`src/sv/alid_pkg.sv`:
```
// Package: list geometry, operation and status codes.
package alid_pkg;
	localparam int DEPTH = 64;
	localparam int AW = $clog2(DEPTH);
	localparam int CW = $clog2(DEPTH + 1);
	localparam int DW = 32;

	localparam logic [2:0] K_INS_HEAD = 3'd0;
	localparam logic [2:0] K_INS_TAIL = 3'd1;
	localparam logic [2:0] K_INS_POS  = 3'd2;
	localparam logic [2:0] K_DEL_HEAD = 3'd3;
	localparam logic [2:0] K_DEL_TAIL = 3'd4;
	localparam logic [2:0] K_DEL_VAL  = 3'd5;
	localparam logic [2:0] K_CLEAR    = 3'd6;
	localparam logic [2:0] K_NOP      = 3'd7;

	localparam logic [1:0] ST_OK       = 2'd0;
	localparam logic [1:0] ST_EMPTY    = 2'd1;
	localparam logic [1:0] ST_FULL     = 2'd2;
	localparam logic [1:0] ST_NOTFOUND = 2'd3;
endpackage

```
`src/sv/alid_ram.sv`:
```
// Generic single-port-write, single-port-read RAM with registered read.
module alid_ram #(
	parameter int WIDTH = 32,
	parameter int DEPTH = 64
) (
	input  logic                     clk,
	input  logic                     we,
	input  logic [$clog2(DEPTH)-1:0] waddr,
	input  logic [WIDTH-1:0]         wdata,
	input  logic [$clog2(DEPTH)-1:0] raddr,
	output logic [WIDTH-1:0]         rdata
);
	logic [WIDTH-1:0] mem [DEPTH];

	always_ff @(posedge clk) begin
		if (we) mem[waddr] <= wdata;
		rdata <= mem[raddr];
	end
endmodule

```
`src/sv/array_list_insert_delete_top.sv`:
```
// Top level: ordered list of signed words kept in one RAM with a count.
// Operations: clear, full, empty, unused kind and delete tail of one entry finish
//   without RAM access; delete tail reads the new last entry without a shift;
//   delete head and insert move entries, each read and then written; delete value
//   reads every entry and writes back those that do not match.
// Items are handled one at a time; the next item is accepted in the cycle after
//   the result is accepted, once the FSM is back in S_IDLE.
// Reset: count clears; RAM contents are not cleared, slots at or past the
//   count are never read, so no clearing pass is needed.
// last_value is tracked in a register, so results need no extra RAM read.
module array_list_insert_delete_top
	import alid_pkg::*;
(
	input  logic               clk,
	input  logic               arst_n,
	input  logic               in_valid,
	output logic               in_ready,
	input  logic [2:0]         kind,
	input  logic signed [31:0] value,
	input  logic [6:0]         position,
	output logic               out_valid,
	input  logic               out_ready,
	output logic [6:0]         count,
	output logic signed [31:0] last_value,
	output logic [1:0]         status
);
	typedef enum logic [4:0] {
		S_IDLE = 5'b00001,
		S_INS  = 5'b00010,   // shift up, walking down from the top
		S_DEL  = 5'b00100,   // shift down from a fixed index
		S_CMP  = 5'b01000,   // compaction scan for delete value
		S_OUT  = 5'b10000
	} state_t;

	state_t state_q;
	logic [CW-1:0] used_q;
	logic [CW:0] rd_q, wr_q;   // read and write cursors
	logic rvalid_q;           // a read issued last cycle
	logic [DW-1:0] val_q, last_q;
	logic [AW-1:0] ins_idx_q;
	logic [1:0] st_q;
	logic [CW-1:0] cnt_q;

	logic we;
	logic [AW-1:0] waddr, raddr;
	logic [DW-1:0] wdata, rdata;

	alid_ram #(.WIDTH(DW), .DEPTH(DEPTH)) u_ram (
		.clk(clk), .we(we), .waddr(waddr), .wdata(wdata),
		.raddr(raddr), .rdata(rdata)
	);

	logic busy_out;
	assign busy_out = out_valid && !out_ready;
	assign in_ready = (state_q == S_IDLE) && !busy_out;
	assign out_valid = (state_q == S_OUT);
	assign count = 7'(cnt_q);
	assign last_value = (cnt_q == '0) ? '0 : last_q;
	assign status = st_q;

	// read address = read cursor; moved data is written when it returns
	assign raddr = rd_q[AW-1:0];

	always_comb begin
		we = 1'b0;
		waddr = wr_q[AW-1:0];
		wdata = rdata;
		case (state_q)
			S_INS: begin
				if (rvalid_q) we = 1'b1;
				else if (rd_q[CW] || rd_q[CW-1:0] < CW'(ins_idx_q) || rd_q == '1) begin
					we = 1'b1;
					wdata = val_q;
				end
			end
			S_DEL: we = rvalid_q;
			S_CMP: we = rvalid_q && (rdata != val_q);
			default: we = 1'b0;
		endcase
	end

	always_ff @(posedge clk or negedge arst_n) begin
		if (!arst_n) begin
			state_q <= S_IDLE;
			used_q <= '0;
			cnt_q <= '0;
			rvalid_q <= 1'b0;
			st_q <= ST_OK;
			rd_q <= '0;
			wr_q <= '0;
			val_q <= '0;
			last_q <= '0;
			ins_idx_q <= '0;
		end else begin
			case (state_q)
				S_IDLE: begin
					rvalid_q <= 1'b0;
					if (in_valid && in_ready) begin
						val_q <= value;
						st_q <= ST_OK;
						state_q <= S_OUT;
						cnt_q <= used_q;
						if (kind inside {K_INS_HEAD, K_INS_TAIL, K_INS_POS}) begin
							if (used_q == CW'(DEPTH)) st_q <= ST_FULL;
							else begin
								if (kind == K_INS_HEAD || (kind == K_INS_POS && position == '0))
									ins_idx_q <= '0;
								else if (kind == K_INS_TAIL || CW'(position) > used_q
									|| position > 7'(DEPTH))
									ins_idx_q <= AW'(used_q);
								else ins_idx_q <= AW'(position - 7'd1);
								// read used-1 first; wr cursor = used
								rd_q <= (CW+1)'(used_q) - 1'b1;
								wr_q <= (CW+1)'(used_q);
								state_q <= S_INS;
							end
						end else if (kind inside {K_DEL_HEAD, K_DEL_TAIL, K_DEL_VAL}) begin
							if (used_q == '0) st_q <= ST_EMPTY;
							else if (kind == K_DEL_TAIL) begin
								used_q <= used_q - 1'b1;
								cnt_q <= used_q - 1'b1;
								if (used_q == CW'(1)) state_q <= S_OUT;
								else begin
									rd_q <= (CW+1)'(used_q) - 2'd2;
									wr_q <= '1;  // no shift; fetch new last
									state_q <= S_DEL;
								end
							end else if (kind == K_DEL_HEAD) begin
								rd_q <= (CW+1)'(1);
								wr_q <= '0;
								state_q <= S_DEL;
							end else begin
								rd_q <= '0;
								wr_q <= '0;
								state_q <= S_CMP;
							end
						end else if (kind == K_CLEAR) begin
							used_q <= '0;
							cnt_q <= '0;
						end
					end
				end
				S_INS: begin
					// new-value write at ins_idx ends the shift
					if (!rvalid_q && (rd_q[CW] || rd_q[CW-1:0] < CW'(ins_idx_q) ||
						rd_q == '1)) begin
						if (CW'(ins_idx_q) == used_q) last_q <= val_q;
						used_q <= used_q + 1'b1;
						cnt_q <= used_q + 1'b1;
						state_q <= S_OUT;
					end else if (rvalid_q) begin
						if (wr_q == (CW+1)'(used_q)) last_q <= rdata;
						wr_q <= wr_q - 1'b1;
						rvalid_q <= 1'b0;
						if (rd_q[CW-1:0] < CW'(ins_idx_q))
							rd_q <= '1;
					end else begin
						rvalid_q <= 1'b1;
						rd_q <= rd_q - 1'b1;
					end
				end
				S_DEL: begin
					if (rvalid_q) begin
						rvalid_q <= 1'b0;
						last_q <= rdata;
						wr_q <= wr_q + 1'b1;
						if (wr_q == '1 || rd_q >= (CW+1)'(used_q)) begin
							if (wr_q != '1) begin
								used_q <= used_q - 1'b1;
								cnt_q <= used_q - 1'b1;
							end
							state_q <= S_OUT;
						end
					end else if (wr_q != '1 && rd_q >= (CW+1)'(used_q)) begin
						used_q <= used_q - 1'b1;
						cnt_q <= used_q - 1'b1;
						state_q <= S_OUT;
					end else begin
						rvalid_q <= 1'b1;
						rd_q <= rd_q + 1'b1;
					end
				end
				S_CMP: begin
					if (rvalid_q) begin
						rvalid_q <= 1'b0;
						if (rdata != val_q) begin
							last_q <= rdata;
							wr_q <= wr_q + 1'b1;
						end
					end else if (rd_q >= (CW+1)'(used_q)) begin
						used_q <= CW'(wr_q);
						cnt_q <= CW'(wr_q);
						if (wr_q == (CW+1)'(used_q)) st_q <= ST_NOTFOUND;
						state_q <= S_OUT;
					end else begin
						rvalid_q <= 1'b1;
						rd_q <= rd_q + 1'b1;
					end
				end
				S_OUT: if (out_ready) state_q <= S_IDLE;
				default: state_q <= S_IDLE;
			endcase
		end
	end

	property p_count_range;
		@(posedge clk) disable iff (!arst_n) used_q <= CW'(DEPTH);
	endproperty
	a_count_range: assert property (p_count_range) else $error("count beyond depth");

	property p_no_accept_busy;
		@(posedge clk) disable iff (!arst_n) (state_q != S_IDLE) |-> !in_ready;
	endproperty
	a_no_accept_busy: assert property (p_no_accept_busy) else $error("accept while busy");

	property p_full_keeps;
		@(posedge clk) disable iff (!arst_n)
			(out_valid && status == ST_FULL) |-> (count == 7'(DEPTH));
	endproperty
	a_full_keeps: assert property (p_full_keeps) else $error("full status with room");
endmodule
```
`config.mk`:
```
export PLATFORM = sky130hd
export DESIGN_NAME = array_list_insert_delete_top
export DESIGN_NICKNAME = d
export VERILOG_FILES = /design/src/sv/alid_pkg.sv /design/src/sv/alid_ram.sv /design/src/sv/array_list_insert_delete_top.sv
export SDC_FILE = /design/constraint.sdc
export NUM_CORES = 2
export LEC_CHECK = 0
export BUFFER_PORTS_ARGS = -buffer_cell sky130_fd_sc_hd__buf_2
export CELL_PAD_IN_SITES_DETAIL_PLACEMENT = 2
export CELL_PAD_IN_SITES_GLOBAL_PLACEMENT = 2
export CORE_UTILIZATION = 40
export CTS_CLUSTER_DIAMETER = 150
export DETAILED_ROUTE_END_ITERATION = 6
export PLACE_DENSITY = 0.77
export SLEW_MARGIN = 10
export SYNTH_ARGS = -nofsm -noshare
export SYNTH_HDL_FRONTEND = slang
export SYNTH_HIERARCHICAL = 1
export SYNTH_SLANG_ARGS = --single-unit
```
`constraint.sdc`:
```
create_clock -name clk -period 5.4 [get_ports clk]
set_input_delay 1.08 -clock clk [delete_from_list [all_inputs] [get_ports clk]]
set_output_delay 1.08 -clock clk [all_outputs]
set_load 0.03 [all_outputs]
```
# Word-level counts from Yosys, hierarchy flattened
# Memory sizes are Yosys's and may differ from the RTL's. A register that Yosys moved wholly into a read port is not among the register bits.
# Cells that the tools add are included.
dict set report word_totals {
  in_bits 46
  word_cells 199
  ram_bits 2048
  register_bits 101
  out_inout_bits 43
  memories 1
}
dict set report classes {
  n_reduce_logical 33
  add_sub_neg 9
  eq_ne 48
  magnitude_cmp 4
  n_bitwise 1
  mux 94
}
# name depth width read_ports rd_clocked_by_memory_dff wr line_no
set memory_table {}
lappend memory_table {u_ram.mem 64 32 1 1 1 alid_ram.sv:13} ;# logic [WIDTH-1:0] mem [DEPTH];
# op count
set op_table {}
lappend op_table {{32-bit two-way mux} 11}
lappend op_table {{8-bit two-way mux} 26}
lappend op_table {{32-bit case mux with 3 select lines} 1}
lappend op_table {{7-bit two-way mux} 13}
lappend op_table {{5-bit two-way mux} 14}
lappend op_table {{8-bit case mux with 4 select lines} 2}
lappend op_table {{32-bit != test} 1}
lappend op_table {{3-bit != test (second input constant)} 10}
lappend op_table {{7-bit case mux with 4 select lines} 1}
lappend op_table {{5-bit case mux with 5 select lines} 1}
lappend op_table {{2-bit != test (second input constant)} 12}
lappend op_table {{12-bit AND reduction} 2}
lappend op_table {{8-bit by 1-bit adder with 8-bit output (second input constant)} 2}
lappend op_table {{8-bit equality test (second input constant)} 2}
lappend op_table {{8-bit by 1-bit subtractor with 8-bit output (second input constant)} 2}
lappend op_table {{7-bit logical NOT} 2}
lappend op_table {{7-bit AND reduction} 2}
lappend op_table {{1-bit two-way mux} 13}
lappend op_table {{2-bit two-way mux} 6}
lappend op_table {{6-bit two-way mux} 2}
lappend op_table {{4-bit != test (second input constant)} 3}
lappend op_table {{11-bit AND reduction} 1}
lappend op_table {{3-bit equality test (second input constant)} 3}
lappend op_table {{3-bit nonzero test} 3}
lappend op_table {{38 further kinds} 54}

# Logic depth before layout (Yosys ltp)
dict set report depth {
  word_depth 8
  mapped_depth 12
  mapped_depth_nobuf 11
}

# Cells and area by module
# Netlist, hierarchy kept.
# mod instances area_per_inst_um2 seq_area_each_um2 cells_each
set modules_own_cells {}
lappend modules_own_cells {alid_ram 1 79039.6 62139.6 3511}
lappend modules_own_cells {array_list_insert_delete_top 1 7709.9 2528.7 837}

# Worst setup path after synthesis
# Ideal clock, no wire load.
dict set report synth_timing {
  kind {reg-to-reg}
  from {register rd_q[4]}
  to {memory u_ram.mem[27][0] (enable)}
  arrival_ns 3.797
  path_slack_ns 1.182
  synth_period_minus_slack_ns 4.218
  path_stages_with_launch 12
  n_path_buf 2
  setup_time_ns 0.421
  required_ns 4.979
  cell_sequence {dfrtp_1 -> ha_1 -> a21o_1 -> a211o_1 -> a41oi_2 -> nor2_2 -> o21ai_0 -> clkbuf_1 -> inv_1 -> or2_2 -> clkbuf_1 -> nor2_1}
}
dict set report synth_between {
  elab_chain_cells 8
  elab_cells_between_ends 9
  cone_classes {order compare: 1; eq/ne: 1; mux: 5; reduce/logical: 2}
}
# item line_no
set synth_rtl {}
lappend synth_rtl {{start, declared} array_list_insert_delete_top.sv:37} ;# logic [CW:0] rd_q, wr_q;
lappend synth_rtl {{start signal, assigned} array_list_insert_delete_top.sv:113} ;# rd_q <= (CW+1)'(used_q) - 1'b1;
lappend synth_rtl {{start signal, assigned} array_list_insert_delete_top.sv:124} ;# rd_q <= (CW+1)'(used_q) - 2'd2;
lappend synth_rtl {{start signal, assigned} array_list_insert_delete_top.sv:129} ;# rd_q <= (CW+1)'(1);
lappend synth_rtl {{7-bit by 6-bit < comparator with 1-bit output} array_list_insert_delete_top.sv:71} ;# else if (rd_q[CW] || rd_q[CW-1:0] < CW'(ins_idx_q) || rd_q == '1) begin
lappend synth_rtl {{1-bit logical OR} array_list_insert_delete_top.sv:71}
lappend synth_rtl {{1-bit logical OR (*)} array_list_insert_delete_top.sv:71}
lappend synth_rtl {{1-bit two-way mux (*)} array_list_insert_delete_top.sv:71}
lappend synth_rtl {{1-bit two-way mux (*)} array_list_insert_delete_top.sv:70} ;# if (rvalid_q) we = 1'b1;
lappend synth_rtl {{1-bit case mux with 3 select lines (*)} array_list_insert_delete_top.sv:68} ;# case (state_q)
lappend synth_rtl {{via we} array_list_insert_delete_top.sv:44} ;# logic we;
lappend synth_rtl {{1-bit two-way mux (*)} alid_ram.sv:16} ;# if (we) mem[waddr] <= wdata;
lappend synth_rtl {{1-bit two-way mux (implied by the code) (*)} alid_ram.sv:16}
lappend synth_rtl {{end, declared} alid_ram.sv:13}
# The timed path passes the listed nets; every way through them passes the cells marked *.

==> reports/qor.tcl <==
set qor(status) {finished, violations left}
set qor(failed_checks) {capacitance limit, slew limit}
set qor(drt_pre_antenna_iters) 6
set qor(critPathCaptureType) {flip-flop}
set qor(syn-num-nets) 4431
set qor(numPortBuffers) 88
set qor(report.final.slew_viol_count) 43
set qor(fin_crit_ps) 4960
set qor(critical_path.max_stage_delay_ps) 1230
set qor(cts.sink_count) 2181
set qor(ir_worst_vdd_mv) 0.403
set qor(gr-usage-all-layers) 0.311
set qor(synth_sequential_area_ratio) 0.745
set qor(critical_path_buf_inv_count) 2
set qor(detail_route.wirelength_um) 351000
set qor(number_of_global_route_vias_before_repair) 51541
set qor(layout_cells_sized_above_1) 0.258
set qor(slew_headroom) -0.0227
set qor(max_clock_freq_ghz) 0.202
set qor(clock-root-buffer) {sky130_fd_sc_hd__clkbuf_16}
set qor(wl_per_cell_um) 46.2
set qor(postSynthAreaPerCell_sq_um) 20.0
set qor(timing.clock.skew_ps) 55.8
set qor(pwr_density_cell_nw_per_um2) 601
set qor(clk_path_buf_depth) 3
set qor(finalCritPeriodShare) 0.918
set qor(worstRegToRegCells) 7
set qor(cts_resized) 0
set qor(grt_antenna_before_repair) 27
set qor(cts.reportedPaths.clkPinSlew_ps) 70
set qor(syn-instance-count) 4348
set qor(die_h_um) 468
set qor(initialDrtViolationCount) 8526
set qor(cts_hold_buf) 0
set qor(ctsHtreeMaxLevel) 4
set qor(synth_cell_type_count) 84
set qor(avgViaCountPerCell) 6.68
set qor(flow.area_growth_from_synthesis_pct) 13.4
set qor(n_fill_cell) 19400
set qor(rsz0062_at_grt) {false}
set qor(grt_start_max_net_pins) 118
set qor(postCtsSetupRepairBufs) 0
set qor(tns_ps) 0
set qor(via_count) 50869
set qor(post_synthesis_async_set_or_reset_flop_share) 0.0463
set qor(final_core_util) 0.457
set qor(synth-edff-count) 2048
set qor(io_pins) 89
set qor(place_congestion) 0.831
set qor(grt_pass1_wl_um) 463000
set qor(hold_viol_final) 0
set qor(timing_worst_slew_pin_value_ps) 1530
set qor(detailed_place_hpwl_um) 201000
set qor(crit_chain) {buf_4 -> buf_4 -> mux4_2 -> mux2i_1 -> mux2i_1 -> a21oi_1 -> a221oi_1}
set qor(setup_violations) 0
set qor(tritoncts_clock_tree) {done}
set qor(die-area_sq_um) 219000
set qor(path_depth) 7
set qor(die_width_um) 468
set qor(crit-reg2reg-launch) {rd_q[1]}
set qor(cp-start-kind) {flip-flop}
set qor(synth_flop_cell) {sky130_fd_sc_hd__edfxtp_1}
set qor(core_area_sq_um) 215000
set qor(start_util) 0.403
set qor(holdCritPathClass) {primary input to asynchronous set/reset pin}
set qor(yosys_warnings) 6
set qor(required_ps) 6060
set qor(worstSkewPairLatency_ps) 910
set qor(cap_viol_max_count) 1
set qor(place_area_sq_um) 91400
set qor(remaining_drc_errors) 0
set qor(arrival_ps) 5620
set qor(post-layout-total-power_uw) 59200
set qor(worstSetupStartpoint) {rd_q[1]}
set qor(flops_latches_synth) 2181
set qor(p_leak_uw) 0.0312
set qor(num-nets-final) 4656
set qor(final_cell_area_sq_um) 98400
set qor(syn-cell-area_sq_um) 86700
set qor(cts_inserted_buffers) 214
set qor(cp_top_family) {compound AO/OA/AOI/OAI gates}
set qor(path_max_fanout) 47
set qor(critPathKind) {flip-flop to flip-flop}
set qor(ant_nets_after_route) 0
set qor(gr-total-overflow) 0
set qor(fp-row-count) 170
set qor(critical_path.slowest_cell) {sky130_fd_sc_hd__a221oi_1}
-- final cells by class --
cell class	count	area (sq um)	area share
sequential	2181	64700	0.658
multi-input combinational	1885	21000	0.213
clock buffer	279	5810	0.0590
tap	2838	3550	0.0361
timing repair buffer	264	2080	0.0211
clock inverter	124	1120	0.0114
inverter	27	101	0.00103
antenna	15	37.5	0.000382
-- per-layer routing --
| layer | wire [um] | GRT usage | vias up |
|---|---|---|---|
| li1 | - | - | 18420 |
| met1 | 124000 | 0.396 | 27217 |
| met2 | 167000 | 0.502 | 4279 |
| met3 | 37300 | 0.0598 | 939 |
| met4 | 23200 | 0.169 | 14 |
| met5 | 115 | 0 | - |
-- flip-flops by register name, indices dropped and copies added, names as in the netlist, 6 cells and up --
| signal | cells |
|---|---|
| val_q | 32 |
| wr_q | 8 |
| count | 7 |
| ins_idx_q | 6 |
| last_q | 32 |
| rd_q | 8 |
| u_ram/rdata | 32 |
| u_ram/mem | 2048 |
-- cell families (layout without fill, tap and decap cells) --
logic type | after synthesis | after routing | synth area share
flip-flops | 2181 | 2181 | 0.745
multiplexers | 743 | 743 | 0.153
AO/OA/AOI/OAI | 522 | 522 | 0.0417
AND/OR/NAND/NOR | 519 | 519 | 0.0291
buffers and inverters | 282 | 694 | 0.0190
XOR/XNOR | 64 | 64 | 0.00646
adder cells (fa/ha/maj) | 37 | 37 | 0.00542
other | 0 | 15 | 0
-- cells in the mapped netlist, types with 9 or more instances --
cell type / count / share of area
sky130_fd_sc_hd__a211o_1: 10 / 0.0010
sky130_fd_sc_hd__a211oi_1: 31 / 0.0027
sky130_fd_sc_hd__a21oi_1: 72 / 0.0042
sky130_fd_sc_hd__a22o_1: 14 / 0.0014
sky130_fd_sc_hd__a22oi_1: 130 / 0.011
sky130_fd_sc_hd__a311o_1: 12 / 0.0014
sky130_fd_sc_hd__a31oi_1: 25 / 0.0018
sky130_fd_sc_hd__and2_1: 37 / 0.0027
sky130_fd_sc_hd__and3_1: 14 / 0.0010
sky130_fd_sc_hd__buf_1: 11 / 0.00048
sky130_fd_sc_hd__buf_2: 63 / 0.0036
sky130_fd_sc_hd__buf_4: 30 / 0.0026
sky130_fd_sc_hd__buf_6: 32 / 0.0042
sky130_fd_sc_hd__clkbuf_1: 107 / 0.0046
sky130_fd_sc_hd__dfrtp_1: 100 / 0.029
sky130_fd_sc_hd__dfxtp_1: 32 / 0.0074
sky130_fd_sc_hd__edfxtp_1: 2048 / 0.71
sky130_fd_sc_hd__ha_1: 36 / 0.0052
sky130_fd_sc_hd__inv_1: 24 / 0.0010
sky130_fd_sc_hd__mux2_2: 73 / 0.0095
sky130_fd_sc_hd__mux2_4: 30 / 0.0052
sky130_fd_sc_hd__mux2i_1: 194 / 0.022
sky130_fd_sc_hd__mux4_2: 446 / 0.12
sky130_fd_sc_hd__nand2_1: 165 / 0.0071
sky130_fd_sc_hd__nand2b_1: 11 / 0.00079
sky130_fd_sc_hd__nand3_1: 62 / 0.0036
sky130_fd_sc_hd__nand3b_1: 9 / 0.00078
sky130_fd_sc_hd__nand4_1: 9 / 0.00065
sky130_fd_sc_hd__nor2_1: 117 / 0.0051
sky130_fd_sc_hd__nor2b_1: 25 / 0.0018
sky130_fd_sc_hd__nor3_1: 19 / 0.0011
sky130_fd_sc_hd__nor4_1: 14 / 0.0010
sky130_fd_sc_hd__o211ai_1: 18 / 0.0016
sky130_fd_sc_hd__o21ai_0: 74 / 0.0043
sky130_fd_sc_hd__o221ai_1: 17 / 0.0017
sky130_fd_sc_hd__o22a_1: 12 / 0.0012
sky130_fd_sc_hd__o22ai_1: 47 / 0.0034
sky130_fd_sc_hd__xnor2_1: 14 / 0.0014
sky130_fd_sc_hd__xor2_1: 50 / 0.0050
-- placed cells by master (no fill, tap or decap), drive strengths merged, types with 100 or more instances in the layout --
cell type     n
mux2        103
mux4        446
nor2        119
a22oi       130
nand2       166
clkbuf      279
buf         264
mux2i       194
edfxtp     2048
dfrtp       100
-- worst paths after layout --
check | to | slack (ps)
max | u_ram/rdata[22] | 440
min | last_q[3] | 290
max reg2reg | u_ram/rdata[22] | 440
min reg2reg | last_q[13] | 500
max in group asynchronous | rd_q[2] | 3900
min in group clk | val_q[13] | 390
-- where the power goes --
| group | switching, uW | internal (uW) |
|---|---|---|
| sequential | 1170 | 21900 |
| combinational | 14500 | 5830 |
| clock | 7310 | 8490 |
-- per-stage QoR --
stage / hold WS [ps] / worst slack, ps / instances
after floorplan: 471 / 1180 / 4348
after CTS: 267 / 607 / 7598
after global placement: 485 / 439 / 7195
after global routing: 334 / 484 / 7601
after detailed placement: 490 / 522 / 7195
final: 286 / 443 / 7613
(Power assumes the default switching activity.)
